**config.mk**
```make
export PLATFORM = sky130hd
export DESIGN_NAME = vector_magnitude
export DESIGN_NICKNAME = d
export VERILOG_FILES = /design/src/rtl/core/vm_pkg.sv /design/src/rtl/core/vm_square.sv /design/src/rtl/core/vm_sqrt_cell.sv /design/src/rtl/core/vector_magnitude.sv
export SDC_FILE = /design/constraint.sdc
export NUM_CORES = 2
export LEC_CHECK = 0
export ABC_AREA = 0
export BUFFER_PORTS_ARGS = -buffer_cell sky130_fd_sc_hd__clkbuf_2
export CORE_MARGIN = 5
export CORE_UTILIZATION = 61
export DETAILED_ROUTE_END_ITERATION = 7
export GPL_ROUTABILITY_DRIVEN = 1
export PLACE_DENSITY = 0.77
export SYNTH_ARGS = -nofsm -noshare
export SYNTH_HDL_FRONTEND = slang
export SYNTH_HIERARCHICAL = 1
export SYNTH_SLANG_ARGS = --single-unit
```
**constraint.sdc**
```tcl
create_clock -name clk_i -period 13.1 [get_ports clk_i]
set_input_delay 0.655 -clock clk_i [delete_from_list [all_inputs] [get_ports clk_i]]
set_output_delay 0.655 -clock clk_i [all_outputs]
set_load 0.02 [all_outputs]
```
**src/rtl/core/vm_pkg.sv**
```systemverilog
package vm_pkg;

  // Bits of the radicand consumed by one root digit.
  localparam int unsigned PAIR_BITS = 2;

  // Extra bits that the partial remainder needs beyond the component width.
  localparam int unsigned REM_EXTRA_BITS = 2;

endpackage

```
**src/rtl/core/vm_square.sv**
```systemverilog
module vm_square #(
  parameter int unsigned W = 16
) (
  input  logic           clk_i,
  input  logic           rst_ni,
  input  logic           valid_i,
  output logic           ready_o,
  input  logic [W-1:0]   x_i,
  input  logic [W-1:0]   y_i,
  output logic           valid_o,
  input  logic           ready_i,
  output logic [2*W-1:0] sum_o
);
  import vm_pkg::*;

  logic           sq_valid_q;
  logic           sq_adv;
  logic [2*W-1:0] sqx_q, sqx_d;
  logic [2*W-1:0] sqy_q, sqy_d;
  logic           sum_valid_q;
  logic           sum_adv;
  logic [2*W-1:0] sum_q;
  logic [W-1:0]   abs_x;
  logic [W-1:0]   abs_y;

  // Absolute values; the most negative code maps onto 2^(W-1), which still fits.
  assign abs_x = x_i[W-1] ? (~x_i + W'(1)) : x_i;
  assign abs_y = y_i[W-1] ? (~y_i + W'(1)) : y_i;

  assign sqx_d = {{W{1'b0}}, abs_x} * {{W{1'b0}}, abs_x};
  assign sqy_d = {{W{1'b0}}, abs_y} * {{W{1'b0}}, abs_y};

  // A stage takes a new transfer when it is empty or its content moves on.
  assign sum_adv = !sum_valid_q || ready_i;
  assign sq_adv  = !sq_valid_q || sum_adv;
  assign ready_o = sq_adv;

  // Square stage.
  always_ff @(posedge clk_i or negedge rst_ni) begin
    if (!rst_ni) begin
      sq_valid_q <= 1'b0;
    end else if (sq_adv) begin
      sq_valid_q <= valid_i;
    end
  end

  always_ff @(posedge clk_i) begin
    if (sq_adv && valid_i) begin
      sqx_q <= sqx_d;
      sqy_q <= sqy_d;
    end
  end

  // Sum stage; the sum of two squares never exceeds 2^(2W-1).
  always_ff @(posedge clk_i or negedge rst_ni) begin
    if (!rst_ni) begin
      sum_valid_q <= 1'b0;
    end else if (sum_adv) begin
      sum_valid_q <= sq_valid_q;
    end
  end

  always_ff @(posedge clk_i) begin
    if (sum_adv && sq_valid_q) begin
      sum_q <= sqx_q + sqy_q;
    end
  end

  assign valid_o = sum_valid_q;
  assign sum_o   = sum_q;

endmodule

```
**src/rtl/core/vm_sqrt_cell.sv**
```systemverilog
module vm_sqrt_cell #(
  parameter int unsigned W = 16
) (
  input  logic                           clk_i,
  input  logic                           rst_ni,
  input  logic                           valid_i,
  output logic                           ready_o,
  input  logic [2*W-1:0]                 rad_i,
  input  logic [W+vm_pkg::REM_EXTRA_BITS-1:0] rem_i,
  input  logic [W-1:0]                   root_i,
  output logic                           valid_o,
  input  logic                           ready_i,
  output logic [2*W-1:0]                 rad_o,
  output logic [W+vm_pkg::REM_EXTRA_BITS-1:0] rem_o,
  output logic [W-1:0]                   root_o
);
  import vm_pkg::*;

  localparam int unsigned RW = W + REM_EXTRA_BITS;
  localparam int unsigned TW = RW + PAIR_BITS;

  logic          valid_q;
  logic          adv;
  logic [2*W-1:0] rad_q, rad_d;
  logic [RW-1:0] rem_q, rem_d;
  logic [W-1:0]  root_q, root_d;
  logic [TW-1:0] rem_sh;
  logic [TW-1:0] trial;
  logic [TW-1:0] diff;
  logic          take;

  // One root digit: bring down the top pair of the radicand and test the trial.
  assign rem_sh = {rem_i, rad_i[2*W-1 -: PAIR_BITS]};
  assign trial  = {{REM_EXTRA_BITS{1'b0}}, root_i, {(PAIR_BITS-1){1'b0}}, 1'b1};
  assign diff   = rem_sh - trial;
  assign take   = (rem_sh >= trial);

  // The remainder stays below 2^(W+1), so the top bits can be dropped.
  assign rem_d  = take ? diff[RW-1:0] : rem_sh[RW-1:0];
  assign root_d = {root_i[W-2:0], take};
  assign rad_d  = {rad_i[2*W-PAIR_BITS-1:0], {PAIR_BITS{1'b0}}};

  assign adv     = !valid_q || ready_i;
  assign ready_o = adv;

  always_ff @(posedge clk_i or negedge rst_ni) begin
    if (!rst_ni) begin
      valid_q <= 1'b0;
    end else if (adv) begin
      valid_q <= valid_i;
    end
  end

  always_ff @(posedge clk_i) begin
    if (adv && valid_i) begin
      rad_q  <= rad_d;
      rem_q  <= rem_d;
      root_q <= root_d;
    end
  end

  assign valid_o = valid_q;
  assign rad_o   = rad_q;
  assign rem_o   = rem_q;
  assign root_o  = root_q;

endmodule

```
**src/rtl/core/vector_magnitude.sv**
```systemverilog
// Channel  Handshake                   Payload
// -------  --------------------------  ------------------------------------
// in       in_valid_i / in_ready_o     x_value_i, y_value_i (signed, W bits)
// out      out_valid_o / out_ready_i   magnitude_o (unsigned, W bits)
//
// One transfer per cycle is accepted unless a full stage is held by out_ready_i low.
// A square stage and a sum stage come first, then a row of COMPONENT_WIDTH cells
// settles one root digit each; the last cell's register is the output register.
// Each stage holds while the next one is full and stalled, so bubbles close up.
// Reset clears only the valid bits of the stages.
module vector_magnitude #(
  parameter int unsigned COMPONENT_WIDTH = 16
) (
  input  logic                       clk_i,
  input  logic                       rst_ni,
  input  logic                       in_valid_i,
  output logic                       in_ready_o,
  input  logic [COMPONENT_WIDTH-1:0] x_value_i,
  input  logic [COMPONENT_WIDTH-1:0] y_value_i,
  output logic                       out_valid_o,
  input  logic                       out_ready_i,
  output logic [COMPONENT_WIDTH-1:0] magnitude_o
);
  import vm_pkg::*;

  localparam int unsigned W  = COMPONENT_WIDTH;
  localparam int unsigned RW = W + REM_EXTRA_BITS;

  logic           valid_c [W+1];
  logic           ready_c [W+1];
  logic [2*W-1:0] rad_c   [W+1];
  logic [RW-1:0]  rem_c   [W+1];
  logic [W-1:0]   root_c  [W+1];

  // Absolute values, squares and their sum.
  vm_square #(
    .W (W)
  ) u_square (
    .clk_i   (clk_i),
    .rst_ni  (rst_ni),
    .valid_i (in_valid_i),
    .ready_o (in_ready_o),
    .x_i     (x_value_i),
    .y_i     (y_value_i),
    .valid_o (valid_c[0]),
    .ready_i (ready_c[0]),
    .sum_o   (rad_c[0])
  );

  // The root starts empty with a zero remainder.
  assign rem_c[0]  = '0;
  assign root_c[0] = '0;

  // Row of digit cells, most significant digit first.
  for (genvar k = 0; k < W; k++) begin : g_cell
    vm_sqrt_cell #(
      .W (W)
    ) u_cell (
      .clk_i   (clk_i),
      .rst_ni  (rst_ni),
      .valid_i (valid_c[k]),
      .ready_o (ready_c[k]),
      .rad_i   (rad_c[k]),
      .rem_i   (rem_c[k]),
      .root_i  (root_c[k]),
      .valid_o (valid_c[k+1]),
      .ready_i (ready_c[k+1]),
      .rad_o   (rad_c[k+1]),
      .rem_o   (rem_c[k+1]),
      .root_o  (root_c[k+1])
    );
  end

  assign ready_c[W]  = out_ready_i;
  assign out_valid_o = valid_c[W];
  assign magnitude_o = root_c[W];

endmodule
```
==> results_dict.tcl <==
set metrics [dict create \
    rsz0062_at_grt "false" \
    drt_iter0_drc 2819 \
    grt_pass1_vias 40183 \
    setup_tns_ns 0 \
    die_y_um 326.8 \
    worst-path-max-fanout 15 \
    slew_violations 0 \
    period_needed_ns 8.448 \
    start_util 0.6130 \
    dr.pass1.iters 6 \
    clk_path_buf_depth 3 \
    routed_wl_um 126200 \
    grt_usage 0.2350 \
    drc 0 \
    hold_path_class "primary input to register" \
    tightestPinTransition_ns 1.153 \
    synthCells 5350 \
    dieArea_um2 106800 \
    numPortBuffers 53 \
    cp_num_buf_inv 8 \
    most-common-layout-cells "edfxtp_1 (860), inv_1 (793), ha_1 (517), nand2_1 (360), fa_1 (328)" \
    cts_tree "built" \
    syn_to_final_growth_pct 8.281 \
    grt-ovfl-total 0 \
    placed_area_um2 63110 \
    yosysWarningCount 6 \
    rows 116 \
    crit_required_ns 13.52 \
    timing.final.hold_violations 0 \
    n_antenna_cell 0 \
    antenna_found_initial 0 \
    insertion_delay_ns 0.67 \
    ant_nets 0 \
    critPathArrivalTime_ns 8.87 \
    grt.busiest_layer "met2" \
    routedWlPerCell_um 18.32 \
    vias_per_cell 5.759 \
    cts_root_buf "clkbuf_16" \
    nets 6394 \
    setup_viol 0 \
    place_inst 6716 \
    num_vias 39659 \
    cp_top_family "adder cells" \
    grt_use_met3 0.02512 \
    max_cap_viol_count 0 \
    final_area_um2 66280 \
    status "completed" \
    place_congestion 0.9314 \
    end_kind "register" \
    layout-drive-gt1-share 0.09930 \
    grt_use_met2 0.4251 \
    start_kind "primary input" \
    io_pins 54 \
    synth_area_per_cell_um2 11.44 \
    die_w_um 326.8 \
    path_class "primary input to register" \
    use_met1 0.2978 \
    max_freq_ghz 0.1184 \
    cts.sinks 878 \
    slew_headroom 0.2315 \
    cts_htree_levels 3 \
    min_period_over_period 0.6449 \
    coreArea_um2 99860 \
    clk_pin_slew_ns 0.06 \
    final_common_cell "edfxtp_1" \
    postCtsSetupRepairBufs 0 \
    nFillCells 7495 \
    hpwl_um 97590 \
    slowest_stage "xor2_1" \
    grt_max_degree 65 \
    synth_area_um2 61210 \
    numCtsBuffers 92 \
    clock_skew_ns 0.02677 \
    cpPeakStageDelay_ns 0.54 \
    grt_pass1_wl_um 204700 \
    instances_no_fill 6887 \
]
## layout make-up
type,count,area (um2),area share
Multi-Input combinational cell,3648,31690,0.4781
Clock buffer,108,2362,0.03564
Timing Repair Buffer,84,500.5,0.007551
Inverter,809,3037,0.04582
Tap cell,1298,1624,0.02450
Clock inverter,62,790.8,0.01193
Sequential cell,878,26280,0.3964
## final timing paths
path / depth (start not counted) / slack (ns) / start / end
max: 29 / 4.65 / x_value_i[0] / u_square/sqx_q[30]$_DFFE_PP_
min: 2 / 0.22 / in_valid_i / u_square/sq_valid_q$_DFFE_PN0N_
max reg2reg: 19 / 8.80 / g_cell[15].u_cell/valid_o$_DFFE_PN0N_ / u_square/sqx_q[15]$_DFFE_PP_
min reg2reg: 0 / 0.39 / g_cell[3].u_cell/rad_o[11]$_DFFE_PP_ / g_cell[4].u_cell/rad_o[13]$_DFFE_PP_
max in group asynchronous: 2 / 12.29 / rst_ni / g_cell[1].u_cell/valid_o$_DFFE_PN0N_
min in group asynchronous: 2 / 0.47 / rst_ni / g_cell[14].u_cell/valid_o$_DFFE_PN0N_
## stage by stage
step           setup WS [ns]    util  hold slack [ns]
4_1_cts                4.773  0.6637           0.1728
3_5_place_dp           4.052  0.6321           0.4045
2_1_floorplan          5.010       -           0.3594
5_1_grt                4.177  0.6637           0.2099
3_3_place_gp           4.299  0.6321           0.4004
6_report               4.652  0.6637           0.2184
## timing repair
item                                   CTS  global route
resized for setup                        0             0
setup endpoints to repair                0             0
endpoints found under the hold margin   18             0
hold buffers                             1             0
## sequential cells by signal, indices dropped and copies added (netlist names)
name                   count
g_cell.u_cell/rem_o      270
g_cell.u_cell/rad_o      240
u_square/sum_o            32
u_square/sq_valid_q        1
u_square/valid_o           1
u_square/sqy_q            31
g_cell.u_cell/root_o     256
u_square/sqx_q            31
g_cell.u_cell/valid_o     16
## layer usage
| layer | share of wire | vias to the layer above | wire [um] |
|---|---|---|---|
| met5 | 0 | - | 0 |
| met4 | 0.030 | 0 | 3742 |
| met3 | 0.045 | 251 | 5621 |
| met2 | 0.52 | 1026 | 65130 |
| met1 | 0.41 | 19336 | 51690 |
| li1 | - | 19046 | - |
## worst reg2reg max path, cell delays in order (launching register included)
cell      delay, ns
dfrtp_1        0.35
nand2b_1       0.08
nand2b_1       0.17
nand2b_1       0.18
nand2b_1       0.17
nand2b_1       0.17
nand2b_1       0.18
nand2b_1       0.18
nand2b_1       0.18
nand2b_1       0.18
nand2b_1       0.17
nand2b_1       0.17
nand2b_1       0.17
nand2b_1       0.18
nand2b_1       0.18
nand2b_1       0.17
nand2b_1       0.19
nand3b_1       0.22
and2_2         0.22
buf_4          0.33
Power is left out: the tool's default activity adds up to more than one toggle a clock period on the data nets, which glitch-free logic cannot reach.
